--- config.mk ---
export PLATFORM = sky130hd
export DESIGN_NAME = at_response_line_classifier
export DESIGN_NICKNAME = d
export VERILOG_FILES = /design/src/hw/rtl/atrlc_pkg.sv /design/src/hw/rtl/at_response_line_classifier.sv
export SDC_FILE = /design/constraint.sdc
export NUM_CORES = 1
export LEC_CHECK = 0
export BUFFER_PORTS_ARGS = -buffer_cell sky130_fd_sc_hd__buf_2
export CAP_MARGIN = 20
export CORE_ASPECT_RATIO = 1.5
export CORE_MARGIN = 3
export CORE_UTILIZATION = 30
export DETAILED_ROUTE_END_ITERATION = 8
export PLACE_DENSITY = 0.56
export SETUP_SLACK_MARGIN = 0.2
export SKIP_LAST_GASP = 1
export SYNTH_ARGS = -nofsm -noshare
export SYNTH_HDL_FRONTEND = slang
export SYNTH_SLANG_ARGS = --single-unit
--- constraint.sdc ---
create_clock -name clk -period 3.8 [get_ports clk]
set_input_delay 0.57 -clock clk [delete_from_list [all_inputs] [get_ports clk]]
set_output_delay 0.57 -clock clk [all_outputs]
set_load 0.05 [all_outputs]
--- src/hw/rtl/atrlc_pkg.sv ---
// ----------------------------------------------------------------------------
// AT response line classifier package
// Operation codes, keyword tables and flag positions shared by the classifier.
// ----------------------------------------------------------------------------
package atrlc_pkg;

	// Field widths of the stream items.
	localparam int OP_W     = 2;
	localparam int BYTE_W   = 8;
	localparam int POS_W    = 7;
	localparam int SRCH_W   = 3;
	localparam int MSG_BYTES = 7;
	localparam int MSG_W    = MSG_BYTES * BYTE_W;
	localparam int FLAG_W   = 6;
	localparam int OUT_W    = 64;

	// Line length limit and first captured byte of an IPD line.
	localparam int LINE_MAX       = 64;
	localparam int CAPTURE_OFFSET = 7;

	// Operation codes.
	localparam logic [OP_W-1:0] OP_BYTE      = 2'd0;
	localparam logic [OP_W-1:0] OP_BURST_END = 2'd1;
	localparam logic [OP_W-1:0] OP_CLEAR_ACK = 2'd2;
	localparam logic [OP_W-1:0] OP_TAKE_MSG  = 2'd3;

	// Characters with a special role.
	localparam logic [BYTE_W-1:0] CHAR_CR   = 8'h0D;
	localparam logic [BYTE_W-1:0] CHAR_LF   = 8'h0A;
	localparam logic [BYTE_W-1:0] CHAR_PLUS = 8'h2B;

	// Sticky flag positions; keyword k sets flag bit k.
	localparam int FLAG_ACK     = 0;
	localparam int FLAG_ERROR   = 1;
	localparam int FLAG_WIFI    = 2;
	localparam int FLAG_ADDRESS = 3;
	localparam int FLAG_TCP     = 4;
	localparam int FLAG_PENDING = 5;

	// Exact-match keywords, in priority order: OK, ERROR, WIFI CONNECTED,
	// WIFI GOT IP, CONNECT. Text is right aligned, first character highest.
	localparam int KW_COUNT   = 5;
	localparam int KW_TEXT_MAX = 14;
	localparam logic [POS_W-1:0] KW_LEN [KW_COUNT] = '{7'd2, 7'd5, 7'd14, 7'd11, 7'd7};
	localparam logic [8*KW_TEXT_MAX-1:0] KW_TEXT [KW_COUNT] = '{
		"OK", "ERROR", "WIFI CONNECTED", "WIFI GOT IP", "CONNECT"
	};

	// IPD marker search.
	localparam int IPD_LEN = 5;
	localparam logic [SRCH_W-1:0] IPD_DEAD = 3'd7;

	typedef logic [FLAG_W-1:0] flags_t;

	// Character p of keyword k; only called with p below the keyword length.
	function automatic logic [BYTE_W-1:0] kw_char(input logic [2:0] k, input logic [3:0] p);
		int sel;
		sel = int'(KW_LEN[k]) - 1 - int'(p);
		if (sel < 0) begin
			sel = 0;
		end
		return KW_TEXT[k][8*sel +: 8];
	endfunction

	// Character i of the "+IPD," marker.
	function automatic logic [BYTE_W-1:0] ipd_char(input logic [SRCH_W-1:0] i);
		logic [BYTE_W-1:0] c;
		unique case (i)
			3'd0:    c = "+";
			3'd1:    c = "I";
			3'd2:    c = "P";
			3'd3:    c = "D";
			3'd4:    c = ",";
			default: c = 8'h00;
		endcase
		return c;
	endfunction

endpackage

--- src/hw/rtl/at_response_line_classifier.sv ---
// ----------------------------------------------------------------------------
// AT response line classifier
// Splits received modem bytes into lines, recognizes status lines and captures
// the payload of IPD lines; every request returns all flags and the message.
// ----------------------------------------------------------------------------
//
//  Channel  Direction  Payload (lowest bits first)
//  s_*      in         tuser: operation[1:0]; tdata: rx_byte[7:0]
//  m_*      out        tdata: ack_seen, error_seen, message_pending, wifi_connected,
//                      wifi_got_address, tcp_connected, wifi_confirmed,
//                      message[62:7], zero fill to 64 bits
//
// One request per cycle while the output register is empty or taken. A request
// is registered on input and classified against the line state; the result
// loads into the output register once that register can load, and is offered
// from there. The input stage holds only while the output register is full and
// not taken. arst_n clears the line state, the flags and the held message.

module at_response_line_classifier (
	input  logic        clk,
	input  logic        arst_n,
	input  logic        s_tvalid,
	output logic        s_tready,
	input  logic [1:0]  s_tuser,  // operation[1:0]
	input  logic [7:0]  s_tdata,  // rx_byte[7:0]
	output logic        m_tvalid,
	input  logic        m_tready,
	output logic [63:0] m_tdata   // flags [6:0] (ack, error, pending, wifi,
	                              // address, tcp, confirmed), message [62:7], zero [63]
);

	// Input stage.
	logic                            valid_s1;
	logic [atrlc_pkg::OP_W-1:0]      op_s1;
	logic [atrlc_pkg::BYTE_W-1:0]    byte_s1;

	// Output stage.
	logic                            valid_s2;
	logic [atrlc_pkg::OUT_W-1:0]     res_s2;

	// Line and flag state.
	logic [atrlc_pkg::POS_W-1:0]     pos_q, pos_d;
	logic [atrlc_pkg::KW_COUNT-1:0]  alive_q, alive_d;
	logic [atrlc_pkg::SRCH_W-1:0]    search_q, search_d, search_step;
	logic                            found_q, found_d;
	logic [atrlc_pkg::MSG_W-1:0]     cap_q, cap_d;
	atrlc_pkg::flags_t               flags_q, flags_d;
	logic [atrlc_pkg::MSG_W-1:0]     held_q, held_d;

	logic                            advance;
	logic                            do_close;
	logic                            do_add;
	logic [atrlc_pkg::KW_COUNT-1:0]  kw_hit;
	logic                            confirmed_d;

	// Handshake: the input stage moves on when the output register can load.
	assign advance  = valid_s1 && (!valid_s2 || m_tready);
	assign s_tready = !valid_s1 || advance;
	assign m_tvalid = valid_s2;
	assign m_tdata  = res_s2;

	// Input register.
	always_ff @(posedge clk or negedge arst_n) begin
		if (!arst_n) begin
			valid_s1 <= 1'b0;
		end else if (s_tready) begin
			valid_s1 <= s_tvalid;
		end
	end

	always_ff @(posedge clk) begin
		if (s_tready && s_tvalid) begin
			op_s1   <= s_tuser;
			byte_s1 <= s_tdata;
		end
	end

	// Keyword hits at the end of the current line.
	always_comb begin
		for (int k = 0; k < atrlc_pkg::KW_COUNT; k++) begin
			kw_hit[k] = alive_q[k] && (pos_q == atrlc_pkg::KW_LEN[k]);
		end
	end

	// Request decode and next line state.
	always_comb begin
		pos_d       = pos_q;
		alive_d     = alive_q;
		search_d    = search_q;
		found_d     = found_q;
		cap_d       = cap_q;
		flags_d     = flags_q;
		held_d      = held_q;
		do_close    = 1'b0;
		do_add      = 1'b0;
		search_step = '0;

		unique case (op_s1)
			atrlc_pkg::OP_BYTE: begin
				if (byte_s1 == atrlc_pkg::CHAR_CR || byte_s1 == atrlc_pkg::CHAR_LF) begin
					do_close = 1'b1;
				end else begin
					do_add = 1'b1;
				end
			end
			atrlc_pkg::OP_BURST_END: begin
				do_close = 1'b1;
			end
			atrlc_pkg::OP_CLEAR_ACK: begin
				flags_d[atrlc_pkg::FLAG_ACK] = 1'b0;
			end
			atrlc_pkg::OP_TAKE_MSG: begin
				flags_d[atrlc_pkg::FLAG_PENDING] = 1'b0;
			end
			default: begin
			end
		endcase

		if (do_close) begin
			// Classify a live, nonempty line; the first match wins.
			if (search_q != atrlc_pkg::IPD_DEAD && pos_q != '0) begin
				if (kw_hit[0]) begin
					flags_d[atrlc_pkg::FLAG_ACK] = 1'b1;
				end else if (kw_hit[1]) begin
					flags_d[atrlc_pkg::FLAG_ERROR] = 1'b1;
				end else if (found_q) begin
					flags_d[atrlc_pkg::FLAG_PENDING] = 1'b1;
					held_d = cap_q;
				end else if (kw_hit[2]) begin
					flags_d[atrlc_pkg::FLAG_WIFI] = 1'b1;
				end else if (kw_hit[3]) begin
					flags_d[atrlc_pkg::FLAG_ADDRESS] = 1'b1;
				end else if (kw_hit[4]) begin
					flags_d[atrlc_pkg::FLAG_TCP] = 1'b1;
				end
			end
			pos_d    = '0;
			alive_d  = '1;
			search_d = '0;
			found_d  = 1'b0;
			cap_d    = '0;
		end else if (do_add && search_q != atrlc_pkg::IPD_DEAD) begin
			if (pos_q >= atrlc_pkg::POS_W'(atrlc_pkg::LINE_MAX)) begin
				// Overlong line: nothing matches until the next terminator.
				search_d = atrlc_pkg::IPD_DEAD;
				found_d  = 1'b0;
				alive_d  = '0;
			end else begin
				// Drop keywords that the new character no longer matches.
				for (int k = 0; k < atrlc_pkg::KW_COUNT; k++) begin
					if (alive_q[k] && (pos_q >= atrlc_pkg::KW_LEN[k] ||
					    byte_s1 != atrlc_pkg::kw_char(3'(k), pos_q[3:0]))) begin
						alive_d[k] = 1'b0;
					end
				end

				// Advance the marker search until the marker has been seen.
				if (!found_q) begin
					if (search_q < atrlc_pkg::SRCH_W'(atrlc_pkg::IPD_LEN) &&
					    byte_s1 == atrlc_pkg::ipd_char(search_q)) begin
						search_step = search_q + 3'd1;
					end else if (byte_s1 == atrlc_pkg::CHAR_PLUS) begin
						search_step = 3'd1;
					end else begin
						search_step = 3'd0;
					end
					search_d = search_step;
					if (search_step == atrlc_pkg::SRCH_W'(atrlc_pkg::IPD_LEN)) begin
						found_d = 1'b1;
					end
				end

				// Capture the message window of the line.
				for (int i = 0; i < atrlc_pkg::MSG_BYTES; i++) begin
					if (pos_q == atrlc_pkg::POS_W'(atrlc_pkg::CAPTURE_OFFSET + i)) begin
						cap_d[8*i +: 8] = byte_s1;
					end
				end

				pos_d = pos_q + 7'd1;
			end
		end
	end

	assign confirmed_d = flags_d[atrlc_pkg::FLAG_ACK] && flags_d[atrlc_pkg::FLAG_WIFI] &&
		flags_d[atrlc_pkg::FLAG_ADDRESS];

	// State update, once per processed request.
	always_ff @(posedge clk or negedge arst_n) begin
		if (!arst_n) begin
			pos_q    <= '0;
			alive_q  <= '1;
			search_q <= '0;
			found_q  <= 1'b0;
			cap_q    <= '0;
			flags_q  <= '0;
			held_q   <= '0;
		end else if (advance) begin
			pos_q    <= pos_d;
			alive_q  <= alive_d;
			search_q <= search_d;
			found_q  <= found_d;
			cap_q    <= cap_d;
			flags_q  <= flags_d;
			held_q   <= held_d;
		end
	end

	// Output register.
	always_ff @(posedge clk or negedge arst_n) begin
		if (!arst_n) begin
			valid_s2 <= 1'b0;
		end else if (!valid_s2 || m_tready) begin
			valid_s2 <= valid_s1;
		end
	end

	always_ff @(posedge clk) begin
		if (advance) begin
			res_s2 <= {1'b0, held_d, confirmed_d,
				flags_d[atrlc_pkg::FLAG_TCP], flags_d[atrlc_pkg::FLAG_ADDRESS],
				flags_d[atrlc_pkg::FLAG_WIFI], flags_d[atrlc_pkg::FLAG_PENDING],
				flags_d[atrlc_pkg::FLAG_ERROR], flags_d[atrlc_pkg::FLAG_ACK]};
		end
	end

	// The input side only stalls behind a full, untaken output register.
	a_stall_cause: assert property (@(posedge clk) disable iff (!arst_n)
		!s_tready |-> (m_tvalid && !m_tready))
		else $error("input stalled without output backpressure");

	// A dead line has no live keyword and no marker.
	a_dead_line: assert property (@(posedge clk) disable iff (!arst_n)
		(search_q == atrlc_pkg::IPD_DEAD) |-> (alive_q == '0 && !found_q))
		else $error("dead line still matching");

	// The line position never passes the line limit.
	a_pos_limit: assert property (@(posedge clk) disable iff (!arst_n)
		pos_q <= atrlc_pkg::POS_W'(atrlc_pkg::LINE_MAX))
		else $error("line position beyond limit");

	// A message becomes pending only by closing a line.
	a_pending_rise: assert property (@(posedge clk) disable iff (!arst_n)
		$rose(flags_q[atrlc_pkg::FLAG_PENDING]) |-> $past(advance && do_close))
		else $error("message pending set without a line end");

endmodule

**Word level (Yosys, flattened, before mapping)**

Cells that the tools add are included.

- Bits in registers: 209
- Bits of input ports: 14

- Add/sub/neg operators: 7
- Magnitude comparators: 12
- Equal/unequal tests: 30
- Shifts and indexed selects: 5
- Muxes and demuxes: 85
- Reductions and logical operators: 58

Operators by type and width:

| operator | number |
|---|---|
| 2-to-1 mux 29 bit | 20 |
| variable part select 112 x 32 -> 8 bit (first input constant) | 5 |
| 2-to-1 mux 56 bit | 8 |
| 2-to-1 mux 8 bit | 11 |
| == test 7 x 4 -> 1 bit (second input constant) | 7 |
| inequality test 8 bit | 5 |
| case mux 7 bit (5 select lines) | 1 |
| 2-to-1 mux 3 bit | 10 |
| AND reduction 4 bit | 7 |
| less-than comparator 5 x 1 -> 1 bit (second input constant) | 5 |
| 2-to-1 mux 1 bit | 23 |
| 2-to-1 mux 7 bit | 3 |
| AND reduction 3 bit | 7 |
| 2-to-1 mux 5 bit | 4 |
| logical AND 1 bit | 17 |
| == test 8 x 4 -> 1 bit (second input constant) | 2 |
| nonzero test 2 bit | 8 |
| nonzero test 3 bit | 5 |
| == test 7 x 3 -> 1 bit (second input constant) | 2 |
| greater-or-equal comparator 7 x 3 -> 1 bit (second input constant) | 2 |
| greater-or-equal comparator 7 x 4 -> 1 bit (second input constant) | 2 |
| 2-to-1 mux 6 bit | 2 |
| subtractor 3 x 4 -> 5 bit (first input constant) | 2 |
| subtractor 4 x 4 -> 5 bit (first input constant) | 2 |
| 26 further kinds | 37 |

**Depth between registers and ports, before layout**

- Depth in word-level cells: 20
- Mapped depth: 14
- Gate-level depth less buffers: 12

**Worst setup path after synthesis**

Ideal clock, no wire load.

- Path type: flip-flop to flip-flop
- Start point: reg valid_s2 (netlist: m_tvalid)
- End point: reg held_q[0] in the netlist's numbering
- Library setup time: 127 ps
- Data arrival time: 3149 ps
- Required time: 3673 ps
- Slack: 523 ps
- Stages on the path, launching flop included: 8
- Period minus slack after synthesis: 3277 ps
- Cells stage by stage: dfrtp_1 nand2b_1 nand2_1 inv_1 and3_1 buf_6 buf_6 mux2_1

- Longest elaborated chain between the ends: 3

Ends and longest elaborated chain:

| element | line | source |
|---|---|---|
| from (decl) | at_response_line_classifier.sv:38 | `logic valid_s2;` |
| from (signal assigned) | at_response_line_classifier.sv:214 | `valid_s2 <= valid_s1;` |
| logical NOT 1 bit | at_response_line_classifier.sv:57 | `assign advance = valid_s1 && (!valid_s2 \|\| m_tready);` |
| logical OR 1 bit | at_response_line_classifier.sv:57 |  |
| logical AND 1 bit | at_response_line_classifier.sv:57 |  |
| named net advance | at_response_line_classifier.sv:50 | `logic advance;` |
| to (signal assigned) | at_response_line_classifier.sv:205 | `held_q <= held_d;` |
| to (decl) | at_response_line_classifier.sv:48 | `logic [atrlc_pkg::MSG_W-1:0] held_q, held_d;` |

The timed path passes the listed nets, and every way through them passes these cells.
A chain may end at the register's enable or synchronous reset.

**Worst setup path after layout**

- Start point: reg pos_q[1] in the netlist's numbering
- End point: reg alive_q[4] in the netlist's numbering

- Longest elaborated chain between the ends: 12
- Elaborated cells on any way between the ends: 17
- Classes of those cells: add/sub (1); order compare (3); eq/ne (1); shift (1); mux (7); reduce/logical (4)

Ends and longest elaborated chain:

| element | line | source |
|---|---|---|
| from (decl) | at_response_line_classifier.sv:42 | `logic [atrlc_pkg::POS_W-1:0] pos_q, pos_d;` |
| from (signal assigned) | at_response_line_classifier.sv:199 | `pos_q <= pos_d;` |
| subtractor 3 x 4 -> 5 bit | atrlc_pkg.sv:58 | `sel = int'(KW_LEN[k]) - 1 - int'(p);` |
| less-than comparator 5 x 1 -> 1 bit | atrlc_pkg.sv:59 | `if (sel < 0) begin` |
| 2-to-1 mux 29 bit | atrlc_pkg.sv:59 |  |
| 2-to-1 mux 29 bit | at_response_line_classifier.sv:143 | `if (pos_q >= atrlc_pkg::POS_W'(atrlc_pkg::LINE_MAX)) begin` |
| 2-to-1 mux 29 bit | at_response_line_classifier.sv:142 | `end else if (do_add && search_q != atrlc_pkg::IPD_DEAD) begin` |
| 2-to-1 mux 29 bit | at_response_line_classifier.sv:119 | `if (do_close) begin` |
| variable part select 112 x 32 -> 8 bit | atrlc_pkg.sv:62 | `return KW_TEXT[k][8*sel +: 8];` |
| inequality test 8 bit | at_response_line_classifier.sv:152 | `byte_s1 != atrlc_pkg::kw_char(3'(k), pos_q[3:0]))) begin` |
| logical OR 1 bit | at_response_line_classifier.sv:151 | `if (alive_q[k] && (pos_q >= atrlc_pkg::KW_LEN[k] \|\|` |
| logical AND 1 bit | at_response_line_classifier.sv:151 |  |
| nonzero test 3 bit (no line) | n/a |  |
| AND reduction 3 bit (no line) | n/a |  |
| to (signal assigned) | at_response_line_classifier.sv:200 | `alive_q <= alive_d;` |
| to (decl) | at_response_line_classifier.sv:43 | `logic [atrlc_pkg::KW_COUNT-1:0] alive_q, alive_d;` |

Parallel ways exist; a longest one is shown, timed or not. The select of a mux whose other input is x is not followed.

==> flow_summary.toml <==
[timing]
setup_tns_ns = 0
hold_violations = 0
period_share_pct = 83.8
grt_setup_unrepaired = "no"
tightest_slew_ns = 1.00
finalSetupViolations = 0
maxSlewHeadroom_pct = 33.1
skew_ns = 0.0183
slew_viol_final = 0
min_period_ns = 3.18
hold_slack_ns = 0.148
max_freq_mhz = 314

[clocking]
post_cts_buffers = 0
clkTransAtPathRegs_ns = 0.07
cts_max_level = 1
clk_latency_ns = 0.50
root_buffer = "clkbuf_16"
ctsHoldBuffers = 0
cts_made_buffers = 20
clk_path_buf_depth = 3
cts_resized = 0
cts_tree = "built"
clock_sinks = 209

[power_and_ir_drop]
p_seq_share_pct = 42.4
ir_drop_mv = 0.235
power_frac_clock_pct = 32.1
p_comb_share_pct = 25.5
p_int_mw = 4.07
powerDensity_nw_per_um2 = 516
p_leak_nw = 5.16
power_switching_mw = 1.92
switching_share_pct = 32.0

[global_routing]
grt_first_pass_wirelength_um = 38400
grt_antenna_before_repair = 0
grt_pass1_vias = 6833
grt_max_degree = 103
grt_overflow = 0
grt_use_total_pct = 13.3

[final_layout]
antenna_cells = 0
num-nets-final = 958
layout_common_cells = "dfrtp_1 (131), buf_2 (77), edfxtp_1 (73), mux2_2 (72), nand2_1 (50)"
layout_commonest_cell = "dfrtp_1"
final_util_pct = 35.2
layout-drive-gt1-share_pct = 24.8
area_delta_synth_final_pct = 14.8

[die]
initial_core_util_pct = 30.7
fp.dieW_um = 156
placementRows = 81
io-pin-count = 80
chipHeight_um = 231
die_area_um2 = 36000
core_um2 = 32900

[routing]
dr.pass1.iters = 5
vias = 6880
drcViolationCount = 0
ant_nets = 0
post_drt_wl_per_cell_um = 18.2
drtIter0Drc = 411
via_per_inst = 5.12
wl_um = 24400

[synth]
synth_nets = 884
synth-seq-cells = 209
synth_warnings = 0
synth_cells = 842
synth_area_um2 = 10100
seq_area_frac_synth_pct = 55.4
avgSynthCellArea_um2 = 12.0
synth_edf_count = 73
synth.distinct_cells = 68
synthArstFlopShare_pct = 65.1
ys.flop_type = "dfrtp_1"

[placement]
dpl.hpwl_um = 16500
port_buffers = 78
place.gp.congestion = 0.847

[critical_path]
crit_type = "reg -> reg"
r2r-end = "alive_q[4]"
cp_max_fo = 14
reg2reg_from = "pos_q[1]"
end_kind = "flip-flop"
critPathArrivalTime_ns = 3.63
regToRegSetupSlack_ns = 0.62
start_kind = "flip-flop"
rr_worst_depth = 12
required_ns = 4.25

[run_status]
status = "completed"

[flow_run]
cap_violations = 0

[min_path]
min_path_type = "in -> async"
[per-stage QoR]
stage                     worst slack, ns  instances  area [um2]  power, mW
after CTS                           0.609       1344       11600       6.06
after global routing                0.311       1344       11600       6.32
final                               0.616       1344       11600       5.99
after global placement              0.676       1309       11000       4.10
after floorplan                     0.523        842       10100       3.72
after detailed placement            0.646       1309       11000       4.12
[layout make-up]
cell class              count  area [um2]
flip-flops and latches    209        5600
inverters                  25        93.8
multi-input cells         555        4140
fillers                  3275       21300
clock buffers              28         582
clock inverters             7        43.8
well taps                 415         519
repair buffers            105         624
[how the worst max path moves through the flow]
stage	start	end	slack (ns)	cells after the start
final	pos_q[1]	alive_q[4]	0.62	12
after global routing	pos_q[1]	alive_q[3]	0.31	11
after CTS	pos_q[1]	alive_q[4]	0.61	12
after detailed placement	pos_q[1]	alive_q[4]	0.65	12
after global placement	pos_q[1]	alive_q[3]	0.68	11
after floorplan	m_tvalid	held_q[0]	0.52	7
[power groups by stage]
stage	sequential, mW	clock (mW)	combinational (mW)
after floorplan	2.70	0	1.01
after global placement	2.59	0	1.52
after detailed placement	2.59	0	1.53
after CTS	2.54	1.98	1.53
after global routing	2.55	2.07	1.69
final	2.54	1.92	1.53
[synthesized netlist by cell type (6+ instances only)]
library cell,count,area share [%]
mux2_1,41,4.6
xnor2_1,18,1.6
nand3_1,33,1.6
nor2_1,41,1.5
or3_1,6,0.37
buf_1,6,0.22
ha_1,28,3.5
nand4_1,9,0.56
nand2b_1,8,0.50
edfxtp_1,73,22
nand2_1,50,1.9
nor3_1,14,0.69
xor2_1,8,0.69
dfrtp_1,131,32
a22o_1,36,3.1
mux2_2,72,8.0
a21oi_1,25,1.2
a31oi_1,13,0.80
o21ai_0,49,2.4
buf_2,6,0.30
inv_1,23,0.85
nor2b_1,7,0.43
and3_1,9,0.56
buf_6,7,0.78
and2_1,7,0.43
clkbuf_1,28,1.0
o21a_1,8,0.59
[critical path, stage by stage, from the launching register on]
cell and delay [ns]:
dfrtp_1 0.64, inv_1 0.30, ha_1 0.51, or3_1 0.45, inv_1 0.08, ha_1 0.25, nor2b_1 0.15, o21ai_0 0.08
o311ai_0 0.12, o21ai_0 0.14, o32ai_1 0.16, nand4_1 0.15, nand2_1 0.09
[cells by family after synthesis]
group                    after synthesis  share of synthesized area, %
XOR/XNOR                              26                          2.25
other                                  1                        0.0371
AO/OA/AOI/OAI                        178                          12.0
multiplexers                         114                          12.7
AND/OR/NAND/NOR                      208                          10.4
adder cells (fa/ha/maj)               28                          3.47
buffers and inverters                 78                          3.66
flip-flops                           209                          55.4
[sequential cells by signal, indices dropped and copies added, names as in the netlist]
register	cells
held_q	56
m_tdata	63
cap_q	56
found_q	1
m_tvalid	1
op_s1	2
alive_q	5
valid_s1	1
search_q	3
flags_q	6
pos_q	7
byte_s1	8
[layer usage]
layer / up-vias / wire length, um / GRT usage (%)
met5: - / 0 / 0
met2: 140 / 12600 / 23.8
met4: 0 / 621 / 4.50
met3: 43 / 866 / 1.56
li1: 3229 / - / -
met1: 3468 / 10300 / 16.6
Power figures use the tool's default switching activity.
